==> src/rtl/core/catf_pkg.sv <==
// Package for the text stream line number and escape filter.
// Holds byte codes, register indexes and the run descriptor type shared by
// the decode stage and the byte emitter. Depends on nothing.
`default_nettype none

package catf_pkg;

    // Configuration port widths.
    localparam int CFG_IDX_W  = 3;
    localparam int CFG_DATA_W = 2;

    // Configuration register indexes.
    localparam logic [CFG_IDX_W-1:0] CFG_SHOW_NONPRINTING = 3'd0;
    localparam logic [CFG_IDX_W-1:0] CFG_SHOW_ENDS        = 3'd1;
    localparam logic [CFG_IDX_W-1:0] CFG_SHOW_TABS        = 3'd2;
    localparam logic [CFG_IDX_W-1:0] CFG_NUMBER_MODE      = 3'd3;
    localparam logic [CFG_IDX_W-1:0] CFG_SQUEEZE_BLANK    = 3'd4;

    // Line numbering modes.
    localparam logic [1:0] NUM_NONE     = 2'd0;
    localparam logic [1:0] NUM_ALL      = 2'd1;
    localparam logic [1:0] NUM_NONBLANK = 2'd2;

    // Byte codes.
    localparam logic [7:0] CH_NL     = 8'h0A;
    localparam logic [7:0] CH_TAB    = 8'h09;
    localparam logic [7:0] CH_SPACE  = 8'h20;
    localparam logic [7:0] CH_DOLLAR = 8'h24;
    localparam logic [7:0] CH_CARET  = 8'h5E;
    localparam logic [7:0] CH_UPPER_I = 8'h49;
    localparam logic [7:0] CH_UPPER_M = 8'h4D;
    localparam logic [7:0] CH_DASH   = 8'h2D;
    localparam logic [7:0] CH_QMARK  = 8'h3F;
    localparam logic [7:0] CH_DEL    = 8'h7F;
    localparam logic [7:0] CH_CTRL_END = 8'h20;
    localparam logic [3:0] CH_DIGIT_HI = 4'h3;

    // Escape part of one run: up to four bytes, esc[0] goes out first.
    typedef struct packed {
        logic            num_en;
        logic [1:0]      esc_last;
        logic [3:0][7:0] esc;
    } plan_t;

endpackage

`default_nettype wire

==> src/rtl/core/catf_decode.sv <==
// Decode stage of the text stream filter: configuration registers, line
// state (newline flag, blank run, BCD line number) and the run descriptor
// for each accepted byte. Depends on catf_pkg.
`default_nettype none

module catf_decode #(
    parameter int NUMBER_DIGITS = 6
) (
    input  wire logic                              aclk,
    input  wire logic                              aresetn,
    input  wire logic                              cfg_wr_en,
    input  wire logic [catf_pkg::CFG_IDX_W-1:0]    cfg_index,
    input  wire logic [catf_pkg::CFG_DATA_W-1:0]   cfg_wr_data,
    input  wire logic                              in_fire,
    input  wire logic [7:0]                        in_byte,
    output logic                                   plan_load,
    output catf_pkg::plan_t                        plan,
    output logic [4*NUMBER_DIGITS-1:0]             plan_number
);
    import catf_pkg::*;

    localparam int NW = 4 * NUMBER_DIGITS;

    logic          show_np_reg;
    logic          show_ends_reg;
    logic          show_tabs_reg;
    logic [1:0]    number_mode_reg;
    logic          squeeze_reg;
    logic          prev_nl_reg;
    logic [1:0]    blank_run_reg;
    logic [1:0]    blank_run_next;
    logic [NW-1:0] number_reg;
    logic [NW-1:0] number_next;

    logic          is_nl;
    logic          is_tab;
    logic          squeezed;
    logic          num_en;
    logic          all_nines;
    logic          carry;
    logic [7:0]    low7;
    logic [7:0]    core0;
    logic [7:0]    core1;
    logic          core_last;

    assign is_nl  = (in_byte == CH_NL);
    assign is_tab = (in_byte == CH_TAB);
    assign low7   = {1'b0, in_byte[6:0]};

    // Blank run counts newlines that follow a newline while squeezing is on, saturating at two.
    always_comb begin
        blank_run_next = 2'd0;
        if (squeeze_reg && prev_nl_reg && is_nl) begin
            blank_run_next = (blank_run_reg == 2'd2) ? 2'd2 : blank_run_reg + 2'd1;
        end
    end

    assign squeezed = (blank_run_next == 2'd2);
    assign num_en   = !squeezed && prev_nl_reg &&
                      ((number_mode_reg == NUM_ALL) ||
                       ((number_mode_reg == NUM_NONBLANK) && !is_nl));

    // BCD increment with saturation at all nines.
    always_comb begin
        number_next = number_reg;
        all_nines   = 1'b1;
        carry       = 1'b1;
        for (int i = 0; i < NUMBER_DIGITS; i++) begin
            if (number_reg[4*i +: 4] != 4'd9) begin
                all_nines = 1'b0;
            end
        end
        if (!all_nines) begin
            for (int i = 0; i < NUMBER_DIGITS; i++) begin
                if (carry) begin
                    if (number_reg[4*i +: 4] >= 4'd9) begin
                        number_next[4*i +: 4] = 4'd0;
                    end else begin
                        number_next[4*i +: 4] = number_reg[4*i +: 4] + 4'd1;
                        carry = 1'b0;
                    end
                end
            end
        end
    end

    // Caret form of the low seven bits.
    always_comb begin
        core0     = low7;
        core1     = CH_QMARK;
        core_last = 1'b0;
        if (low7 < CH_CTRL_END) begin
            core0     = CH_CARET;
            core1     = {3'b010, low7[4:0]};
            core_last = 1'b1;
        end else if (low7 == CH_DEL) begin
            core0     = CH_CARET;
            core1     = CH_QMARK;
            core_last = 1'b1;
        end
    end

    // Escape bytes of the run, in output order.
    always_comb begin
        plan          = '0;
        plan.num_en   = num_en;
        if (is_nl) begin
            if (show_ends_reg) begin
                plan.esc[0]   = CH_DOLLAR;
                plan.esc[1]   = CH_NL;
                plan.esc_last = 2'd1;
            end else begin
                plan.esc[0]   = CH_NL;
            end
        end else if (is_tab) begin
            if (show_tabs_reg) begin
                plan.esc[0]   = CH_CARET;
                plan.esc[1]   = CH_UPPER_I;
                plan.esc_last = 2'd1;
            end else begin
                plan.esc[0]   = CH_TAB;
            end
        end else if (show_np_reg) begin
            if (in_byte[7]) begin
                plan.esc[0]   = CH_UPPER_M;
                plan.esc[1]   = CH_DASH;
                plan.esc[2]   = core0;
                plan.esc[3]   = core1;
                plan.esc_last = {1'b1, core_last};
            end else begin
                plan.esc[0]   = core0;
                plan.esc[1]   = core1;
                plan.esc_last = {1'b0, core_last};
            end
        end else begin
            plan.esc[0] = in_byte;
        end
    end

    assign plan_load   = in_fire && !squeezed;
    assign plan_number = number_reg;

    // Configuration writes and line state.
    always_ff @(posedge aclk) begin
        if (!aresetn) begin
            show_np_reg     <= 1'b0;
            show_ends_reg   <= 1'b0;
            show_tabs_reg   <= 1'b0;
            number_mode_reg <= NUM_NONE;
            squeeze_reg     <= 1'b0;
            prev_nl_reg     <= 1'b1;
            blank_run_reg   <= 2'd0;
            number_reg      <= NW'(1);
        end else begin
            if (cfg_wr_en) begin
                unique case (cfg_index)
                    CFG_SHOW_NONPRINTING: show_np_reg     <= cfg_wr_data[0];
                    CFG_SHOW_ENDS:        show_ends_reg   <= cfg_wr_data[0];
                    CFG_SHOW_TABS:        show_tabs_reg   <= cfg_wr_data[0];
                    CFG_NUMBER_MODE:      number_mode_reg <= cfg_wr_data[1:0];
                    CFG_SQUEEZE_BLANK:    squeeze_reg     <= cfg_wr_data[0];
                    default: ;
                endcase
            end
            if (in_fire) begin
                prev_nl_reg   <= is_nl;
                blank_run_reg <= blank_run_next;
                if (num_en) begin
                    number_reg <= number_next;
                end
            end
        end
    end

endmodule

`default_nettype wire

==> src/rtl/core/catf_emit.sv <==
// Byte emitter of the text stream filter: holds one run descriptor and
// sends its bytes, one per cycle while the receiver is ready, through the
// output register. Depends on catf_pkg.
`default_nettype none

module catf_emit #(
    parameter int NUMBER_DIGITS = 6
) (
    input  wire logic                          aclk,
    input  wire logic                          aresetn,
    input  wire logic                          plan_load,
    input  wire catf_pkg::plan_t               plan,
    input  wire logic [4*NUMBER_DIGITS-1:0]    plan_number,
    output logic                               slot_free,
    output logic                               m_tvalid,
    input  wire logic                          m_tready,
    output logic [7:0]                         m_tdata,
    output logic                               m_tlast
);
    import catf_pkg::*;

    localparam int NW    = 4 * NUMBER_DIGITS;
    localparam int POS_W = $clog2(NUMBER_DIGITS + 1);
    localparam logic [POS_W-1:0] TAB_POS    = POS_W'(NUMBER_DIGITS);
    localparam logic [POS_W-1:0] LAST_DIGIT = POS_W'(NUMBER_DIGITS - 1);

    logic             plan_valid_reg;
    logic             num_en_reg;
    logic [1:0]       esc_last_reg;
    logic [3:0][7:0]  esc_reg;
    logic [NW-1:0]    num_reg;
    logic [POS_W-1:0] pos_reg;
    logic             seen_reg;
    logic [1:0]       esc_idx_reg;
    logic             m_tvalid_reg;
    logic [7:0]       m_tdata_reg;
    logic             m_tlast_reg;

    logic             out_free;
    logic             emit;
    logic             done;
    logic [3:0]       digit;
    logic [7:0]       cur_byte;
    logic             cur_last;

    assign out_free = !m_tvalid_reg || m_tready;
    assign emit     = plan_valid_reg && out_free;
    assign digit    = num_reg[NW-1 -: 4];

    // Current byte: number digits and tab first, then the escape bytes.
    always_comb begin
        cur_last = 1'b0;
        if (num_en_reg) begin
            if (pos_reg == TAB_POS) begin
                cur_byte = CH_TAB;
            end else if (digit == 4'd0 && !seen_reg && pos_reg != LAST_DIGIT) begin
                cur_byte = CH_SPACE;
            end else begin
                cur_byte = {CH_DIGIT_HI, digit};
            end
        end else begin
            cur_byte = esc_reg[esc_idx_reg];
            cur_last = (esc_idx_reg == esc_last_reg);
        end
    end

    assign done      = emit && cur_last;
    assign slot_free = !plan_valid_reg || done;

    // Control: descriptor occupancy and output valid.
    always_ff @(posedge aclk) begin
        if (!aresetn) begin
            plan_valid_reg <= 1'b0;
            m_tvalid_reg   <= 1'b0;
        end else begin
            if (plan_load) begin
                plan_valid_reg <= 1'b1;
            end else if (done) begin
                plan_valid_reg <= 1'b0;
            end
            if (emit) begin
                m_tvalid_reg <= 1'b1;
            end else if (m_tready) begin
                m_tvalid_reg <= 1'b0;
            end
        end
    end

    // Payload: descriptor contents, step position and output byte.
    always_ff @(posedge aclk) begin
        if (plan_load) begin
            num_en_reg   <= plan.num_en;
            esc_last_reg <= plan.esc_last;
            esc_reg      <= plan.esc;
            num_reg      <= plan_number;
            pos_reg      <= '0;
            seen_reg     <= 1'b0;
            esc_idx_reg  <= 2'd0;
        end else if (emit) begin
            if (num_en_reg) begin
                if (pos_reg == TAB_POS) begin
                    num_en_reg <= 1'b0;
                end else begin
                    pos_reg  <= pos_reg + POS_W'(1);
                    num_reg  <= num_reg << 4;
                    seen_reg <= seen_reg || (digit != 4'd0);
                end
            end else begin
                esc_idx_reg <= esc_idx_reg + 2'd1;
            end
        end
        if (emit) begin
            m_tdata_reg <= cur_byte;
            m_tlast_reg <= cur_last;
        end
    end

    assign m_tvalid = m_tvalid_reg;
    assign m_tdata  = m_tdata_reg;
    assign m_tlast  = m_tlast_reg;

endmodule

`default_nettype wire

==> src/rtl/core/text_stream_line_number_escape_filter_unit.sv <==
// Top level of the text stream filter: line numbering, blank-line squeezing
// and display of line ends, tabs and non-printing bytes.
// Depends on catf_pkg, catf_decode and catf_emit.
//
// Usage:
//   The s_ channel takes one raw text byte per transfer in s_tdata. The m_
//   channel gives the output bytes in m_tdata; m_tlast marks the last byte
//   caused by one input byte. A squeezed blank line gives no output bytes.
//   Registers are written through cfg_wr_en / cfg_index / cfg_wr_data while
//   the stream is idle: 0 show_nonprinting, 1 show_ends, 2 show_tabs,
//   3 number_mode, 4 squeeze_blank.
//   An input byte's first output byte passes the descriptor register, then the
//   output register. The emitter sends one byte per cycle while the receiver
//   is ready; an input byte expands to 1 to 4 bytes of escape, plus
//   NUMBER_DIGITS + 1 when its line is numbered. Single-byte runs go at one
//   input byte per cycle while the receiver is ready; the next input byte is
//   taken in the cycle the last byte of the current run moves to the output
//   register. Reset clears the configuration and control registers, puts the
//   stream at the start of a line with line number 1 and empties both stages.
//   When the receiver stalls, the output register holds its byte and one run
//   waits behind it; after that s_tready goes low.
`default_nettype none

module text_stream_line_number_escape_filter_unit #(
    parameter int NUMBER_DIGITS = 6
) (
    input  wire logic                              aclk,
    input  wire logic                              aresetn,
    // Configuration write port.
    input  wire logic                              cfg_wr_en,
    input  wire logic [catf_pkg::CFG_IDX_W-1:0]    cfg_index,
    input  wire logic [catf_pkg::CFG_DATA_W-1:0]   cfg_wr_data,
    // Input stream.
    input  wire logic                              s_tvalid,
    output logic                                   s_tready,
    input  wire logic [7:0]                        s_tdata,   // [7:0] in_byte
    // Output stream.
    output logic                                   m_tvalid,
    input  wire logic                              m_tready,
    output logic [7:0]                             m_tdata,   // [7:0] out_byte
    output logic                                   m_tlast    // last_of_run
);
    import catf_pkg::*;

    logic                         in_fire;
    logic                         plan_load;
    plan_t                        plan;
    logic [4*NUMBER_DIGITS-1:0]   plan_number;
    logic                         slot_free;

    assign s_tready = slot_free;
    assign in_fire  = s_tvalid && slot_free;

    // Line state and run decode.
    catf_decode #(
        .NUMBER_DIGITS(NUMBER_DIGITS)
    ) u_decode (
        .aclk        (aclk),
        .aresetn     (aresetn),
        .cfg_wr_en   (cfg_wr_en),
        .cfg_index   (cfg_index),
        .cfg_wr_data (cfg_wr_data),
        .in_fire     (in_fire),
        .in_byte     (s_tdata),
        .plan_load   (plan_load),
        .plan        (plan),
        .plan_number (plan_number)
    );

    // One output byte per cycle while the receiver is ready.
    catf_emit #(
        .NUMBER_DIGITS(NUMBER_DIGITS)
    ) u_emit (
        .aclk        (aclk),
        .aresetn     (aresetn),
        .plan_load   (plan_load),
        .plan        (plan),
        .plan_number (plan_number),
        .slot_free   (slot_free),
        .m_tvalid    (m_tvalid),
        .m_tready    (m_tready),
        .m_tdata     (m_tdata),
        .m_tlast     (m_tlast)
    );

endmodule

`default_nettype wire

==> config.mk <==
export PLATFORM = sky130hd
export DESIGN_NAME = text_stream_line_number_escape_filter_unit
export DESIGN_NICKNAME = d
export VERILOG_FILES = /design/src/rtl/core/catf_pkg.sv /design/src/rtl/core/catf_decode.sv /design/src/rtl/core/catf_emit.sv /design/src/rtl/core/text_stream_line_number_escape_filter_unit.sv
export SDC_FILE = /design/constraint.sdc
export NUM_CORES = 1
export LEC_CHECK = 0
export ABC_AREA = 1
export BUFFER_PORTS_ARGS = -buffer_cell sky130_fd_sc_hd__buf_2
export CAP_MARGIN = 40
export CORE_UTILIZATION = 55
export CTS_CLUSTER_DIAMETER = 200
export DETAILED_ROUTE_END_ITERATION = 10
export GPL_TIMING_DRIVEN = 0
export PLACE_DENSITY = 0.73
export REMOVE_ABC_BUFFERS = 1
export SLEW_MARGIN = 5
export SYNTH_ARGS = -nofsm -noshare
export SYNTH_HDL_FRONTEND = slang
export SYNTH_SLANG_ARGS = --single-unit
==> constraint.sdc <==
create_clock -name aclk -period 2.9 [get_ports aclk]
set_clock_uncertainty 0.15 [all_clocks]
set_input_delay 0.29 -clock aclk [delete_from_list [all_inputs] [get_ports aclk]]
set_output_delay 0.29 -clock aclk [all_outputs]
set_load 0.02 [all_outputs]
Word-level counts from Yosys, hierarchy flattened
Cells that the tools add are included.

Input port bits: 18. Register bits after elaboration: 109. Output and inout bits: 11.

Equality and inequality tests: 21. Add/subtract/negate cells: 9. $lt $le $gt $ge: 8. Reductions and logical operators: 42. Bitwise operators: 5. Muxes and demuxes: 66.

Operator list (number): 24-bit two-way mux (4); 8-bit two-way mux (5); 1-bit two-way mux (33); 16-bit two-way mux (2); 15-bit two-way mux (2); 4-bit two-way mux (7); 7-bit two-way mux (4); 26-bit two-way mux (1); 4-bit by 1-bit adder with 4-bit output (second input constant) (6); 4-bit >= comparator (second input constant) (6); 4-bit inequality test (second input constant) (6); 4-bit AND reduction (5); 8-bit binary-select mux with 2-bit select (1); 8-bit by 4-bit equality test with 1-bit output (second input constant) (2); 2-bit AND reduction (6); 1-bit logical AND (11); 2-bit two-way mux (5); 3-bit AND reduction (3); 2-bit nonzero test (4); 7-bit equality test (second input constant) (1); 7-bit by 6-bit < comparator with 1-bit output (second input constant) (1); 2-bit equality test (second input constant) (3); 3-bit by 2-bit equality test with 1-bit output (second input constant) (2); 3-bit equality test (second input constant) (2); other kinds (17) (29).

Logic depth before layout (Yosys ltp)
Depth after elaboration: 17. Depth in mapped cells: 13.

Modules after synthesis
Synthesis repeated with hierarchy kept, for this count alone.

Cells, all modules: 672. Area, all modules: 5632.9 um^2.

Modules (own cells, without submodules): catf_emit (area each 3081.7 um^2, cells an instance 274, instances 1); catf_decode (area each 2543.7 um^2, cells an instance 396, instances 1); text_stream_line_number_escape_filter_unit (area each 7.5 um^2, cells an instance 2, instances 1).

Least setup slack after synthesis
OpenSTA, ideal clock, no wires.

Path type: flip-flop to flip-flop. Start point: reg u_emit.m_tvalid_reg, in the netlist u_emit.m_tvalid. End point: reg u_emit.num_reg[0] (enable). Period minus slack after synthesis: 2677 ps. Path slack: 223 ps. Arrival time: 2146 ps. Data required time: 2369 ps. Path buffers: 1. Cell stages (with the launch flop): 9. Path through: dfxtp_1 > a21oi_2 > nand3_1 > nand2_2 > nand2_4 > nor2_8 > inv_4 > buf_2 > nand2_1.

Longest elaborated chain between the ends: 9. Elaborated cells between the ends (all ways): 11. Classes of those cells: eq/ne (1); reduce/logical (10).

RTL lines: start, declared (line catf_emit.sv:35) `logic m_tvalid_reg;`; start signal, assigned (line catf_emit.sv:74) `m_tvalid_reg <= 1'b0;`; start signal, assigned (line catf_emit.sv:82) `m_tvalid_reg <= 1'b1;`; start signal, assigned (line catf_emit.sv:84) `m_tvalid_reg <= 1'b0;`; 1-bit logical NOT * (line catf_emit.sv:46) `assign out_free = !m_tvalid_reg || m_tready;`; 1-bit logical OR * (line catf_emit.sv:46); 1-bit logical AND * (line catf_emit.sv:47) `assign emit = plan_valid_reg && out_free;`; via u_emit.emit (line catf_emit.sv:40) `logic emit;`; 1-bit logical AND * (line catf_emit.sv:67) `assign done = emit && cur_last;`; 1-bit logical OR * (line catf_emit.sv:68) `assign slot_free = !plan_valid_reg || done;`; via s_tready (line text_stream_line_number_escape_filter_unit.sv:35) `output logic s_tready,`; 1-bit logical AND * (line text_stream_line_number_escape_filter_unit.sv:52) `assign in_fire = s_tvalid && slot_free;`; 1-bit logical AND * (line catf_decode.sv:140) `assign plan_load = in_fire && !squeezed;`; 2-bit inequality test (no line) or 2-bit nonzero test (tied branches); 3-bit AND reduction (no line) *; end signal, assigned (line catf_emit.sv:95) `num_reg <= plan_number;`; end signal, assigned (line catf_emit.sv:105) `num_reg <= num_reg << 4;`; end, declared (line catf_emit.sv:31) `logic [NW-1:0] num_reg;`.

Mark *: on every way through the listed nets, which the timed path passes. The rest lies on a longest branch. A chain may end at the register's enable or synchronous reset.

Worst setup path after layout
Start point: reg u_emit.esc_idx_reg[1]. End point: reg u_emit.num_reg[2] (enable).

Longest elaborated chain between the ends: 8. Elaborated cells between the ends (all ways): 10. Classes of those cells: eq/ne (2); mux (1); reduce/logical (7).

RTL lines: start, declared (line catf_emit.sv:34) `logic [1:0] esc_idx_reg;`; start signal, assigned (line catf_emit.sv:109) `esc_idx_reg <= esc_idx_reg + 2'd1;`; 2-bit equality test * (line catf_emit.sv:63) `cur_last = (esc_idx_reg == esc_last_reg);`; 1-bit two-way mux * (line catf_emit.sv:53) `if (num_en_reg) begin`; 1-bit logical AND * (line catf_emit.sv:67); 1-bit logical OR * (line catf_emit.sv:68); 1-bit logical AND * (line text_stream_line_number_escape_filter_unit.sv:52); 1-bit logical AND * (line catf_decode.sv:140); 2-bit inequality test (no line) or 2-bit nonzero test (tied branches); 3-bit AND reduction (no line) *.

Mark *: on every way between the ends. The rest lies on a longest branch, timed or not.

==> impl_metrics.yaml <==
floorplan:
  ioPinCount: 29
  die_w_um: 102
  start_util: 0.579
  die_y_um: 102
  coreArea_sq_mm: 0.00942
  die_area_sq_mm: 0.0103
  rows: 35
sta:
  timing.fmax_mhz: 388
  rsz0062_at_grt: "no"
  worst_slew_pin_slew_ns: 0.657
  fin_ws_ns: 0.319
  post-route-period-util: 0.890
  relSlewSlack: 0.561
  hold_viol: 0
  setup-violations-final: 0
  min_period_ns: 2.58
  drv_slew: 0
worst_setup_path:
  critPathKind: "flop to flop"
  worst_ep_arrival_time_ns: 2.54
  r2r_setup_slack_ns: 0.32
  cp-end-kind: "flop"
  required_ns: 2.86
  cp-start-kind: "flop"
  rr_startpoint: "u_emit.esc_idx_reg[1]"
  r2r_end: "u_emit.num_reg[2]"
  critical_path.most_common_cell: "nor2_1"
  crit_fanout: 54
  cp_slowest_cell: "dfxtp_1"
  cpPeakStageDelay_ns: 0.49
  worstPathCellList: "inv_2 > nor2_1 > nor2_1 > nand3_1 > nand2_2 > nand2_4 > nor2_8 > inv_6 > nand2_1 > buf_8"
  rr_worst_depth: 10
yosys:
  synth_top_area_frac: 0.358
  synth-simple-area-share: 0.242
  syn_area_per_cell_sq_um: 8.38
  synth_top_family_by_area: "simple AND/OR/NAND/NOR gates"
  synth_top_cell_by_area: "edfxtp_1"
  ys_warn_count: 0
  synthMuxAreaShare: 0
  ys_ff_latch: 106
  synth-compound-area-share: 0.0985
  synth.area.top_cells: "edfxtp_1, dfxtp_1, nand2_1"
  synth_area_sq_mm: 0.00545
  yosysUniqueCellTypes: 36
  synthAdderAreaFrac: 0.0505
  synth-seq-area-share: 0.509
  synth_cells: 650
  synth_xor_area_frac: 0.0161
clocking:
  cts_tree: "built"
  cts.sinks: 106
  clockBufferDepth: 2
  hold_buffers: 0
  cts_buffers: 9
  h-tree-depth: 3
  clkLatencyLatePin_ns: 0.36
  clk_pin_slew_ns: 0.09
  cts_root_buffer: "clkbuf_8"
global_routing:
  grt_overflow: 0
  grt_first_pass_wirelength_um: 18500
  antenna_found_initial: 0
  grt_pass1_vias: 3950
  grt_usage: 0.231
  grt_max_degree: 55
power_and_ir_drop:
  switching_share: 0.255
  ir_worst_vdd_uv: 287
  clkPwrFrac: 0.306
  p_leak_uw: 0.00261
  power_frac_comb: 0.126
  fin_total_pwr_uw: 3160
  powerDensity_mw_per_mm2: 532
  power.internal_uw: 2350
  p_switching_uw: 805
  p_seq_frac: 0.568
placed_design:
  finalWeightedCongestion: 0.874
  dp_hpwl_um: 7550
  post_dp_cell_area_sq_mm: 0.00566
  dp.cells: 791
  io_buffers: 28
  dpl_worst_slack_ns: -0.700
final_layout:
  finalInstanceArea_sq_mm: 0.00593
  final_layout_size_suffix_gt1_frac: 0.105
  nNetsFinal: 719
  final_common_cell: "nand2_1"
  n_antenna_cell: 0
  final_util: 0.630
  most-common-layout-cells: "nand2_1, nor2_1, inv_1"
  largest_reg_flops: 29
  syn2layout_area_growth_pct: 8.93
  fillers: 823
  fin_cells: 813
detailed_routing:
  wl_met2_um: 5090
  wl_um: 10900
  met3WireLength_um: 568
  ant_nets: 0
  vias_per_cell: 5.26
  remaining_drc_errors: 0
  drt_iter0_drc: 184
  routedWlPerCell_um: 13.4
  firstDrtPassIters: 5
  drt-met1-wl_um: 5080
  num_vias: 4273
  maxUsedRoutingLayer: "met4"
min_path:
  hold_path_end: "u_decode.number_mode_reg[1]"
  hold_class: "primary input to flop"
  holdPathStages: 3
  worst_hold_startpoint: "cfg_wr_data[1]"
job:
  max_cap_violations: 0
status:
  status: "finished clean"
==> what timing repair did <==
action,4_1_cts,5_1_grt
pin swaps,1,1
cloned,2,0
resized for setup,2,1
buffers inserted,0,4
endpoints found under the setup margin,60,21
endpoints found under the hold margin,0,0
==> worst max-delay path by stage <==
| stage | startpoint | to | slack [ns] | cells past startpoint |
|---|---|---|---|---|
| 2_1_floorplan | u_emit.m_tvalid | u_emit.num_reg[0] | -0.24 | 7 |
| 3_3_place_gp | m_tready | u_emit.num_reg[0] | -1.03 | 9 |
| 3_5_place_dp | m_tready | u_emit.num_reg[7] | -0.70 | 10 |
| 4_1_cts | u_emit.plan_valid_reg | u_emit.num_reg[2] | 0.03 | 9 |
| 5_1_grt | u_emit.esc_idx_reg[1] | u_emit.num_reg[2] | 0.07 | 10 |
| 6_report | u_emit.esc_idx_reg[1] | u_emit.num_reg[2] | 0.32 | 10 |
==> critical path, delay by kind of cell (launching register included) <==
| family | cells | cell delay [ns] |
|---|---|---|
| buffers and inverters | 3 | 0.70 |
| DFF | 1 | 0.49 |
| and+or+nand+nor | 7 | 0.95 |
==> through the flow <==
step	setup TNS [ns]	hold slack, ns
after floorplan	-5.81	0.225
after global placement	-32.12	0.294
after detailed placement	-24.96	0.305
after global routing	0	0.0840
final	0	0.0625
after CTS	0	0.0525
==> cell families (layout without fill, tap and decap cells) <==
group	Yosys count	after routing
AOI/OAI and AO/OA	99	99
xor gates and xnor gates	10	10
DFF	106	106
adders and majority gates	22	22
and+or+nand+nor	302	304
buffers and inverters	111	143
==> area by class of cell <==
| cell class | instances | area, sq um | share of cell area |
|---|---|---|---|
| Inverter | 94 | 358 | 0.0603 |
| Timing Repair Buffer | 33 | 185 | 0.0312 |
| Clock inverter | 3 | 67.6 | 0.0114 |
| Tap cell | 129 | 161 | 0.0272 |
| Clock buffer | 13 | 139 | 0.0234 |
| Multi-Input combinational cell | 435 | 2250 | 0.379 |
| Sequential cell | 106 | 2770 | 0.467 |
==> Yosys cell counts (all sizes together) <==
| library cell | instances |
|---|---|
| nand2 | 130 |
| nor2 | 117 |
| inv | 94 |
| edfxtp | 65 |
| o21ai | 48 |
| dfxtp | 41 |
| a21oi | 35 |
| nand3 | 32 |
| ha | 22 |
| buf | 11 |
| a31oi | 9 |
| nor3 | 8 |
| nand4 | 7 |
| clkbuf | 6 |
| xnor2 | 6 |
| nor4 | 5 |
| xor2 | 4 |
| o211ai | 3 |
| a32o | 2 |
| nand3b | 2 |
| a221o | 1 |
| a31o | 1 |
| nand2b | 1 |
==> per-layer routing <==
| metal | global-route usage | up-vias |
|---|---|---|
| li1 | - | 2173 |
| met1 | 0.320 | 1966 |
| met2 | 0.377 | 122 |
| met3 | 0.0255 | 12 |
| met4 | 0.0825 | 0 |
| met5 | 0 | - |
==> power by group through the flow <==
stage	sequential, uW	clock, uW	combinational, uW
finish	1790	967	398
detailed placement	1830	0	380
global placement	1820	0	364
CTS	1790	982	392
global route	1810	1030	450
floorplan	1830	0	242
Note: power is estimated with default switching activity, not from simulation.
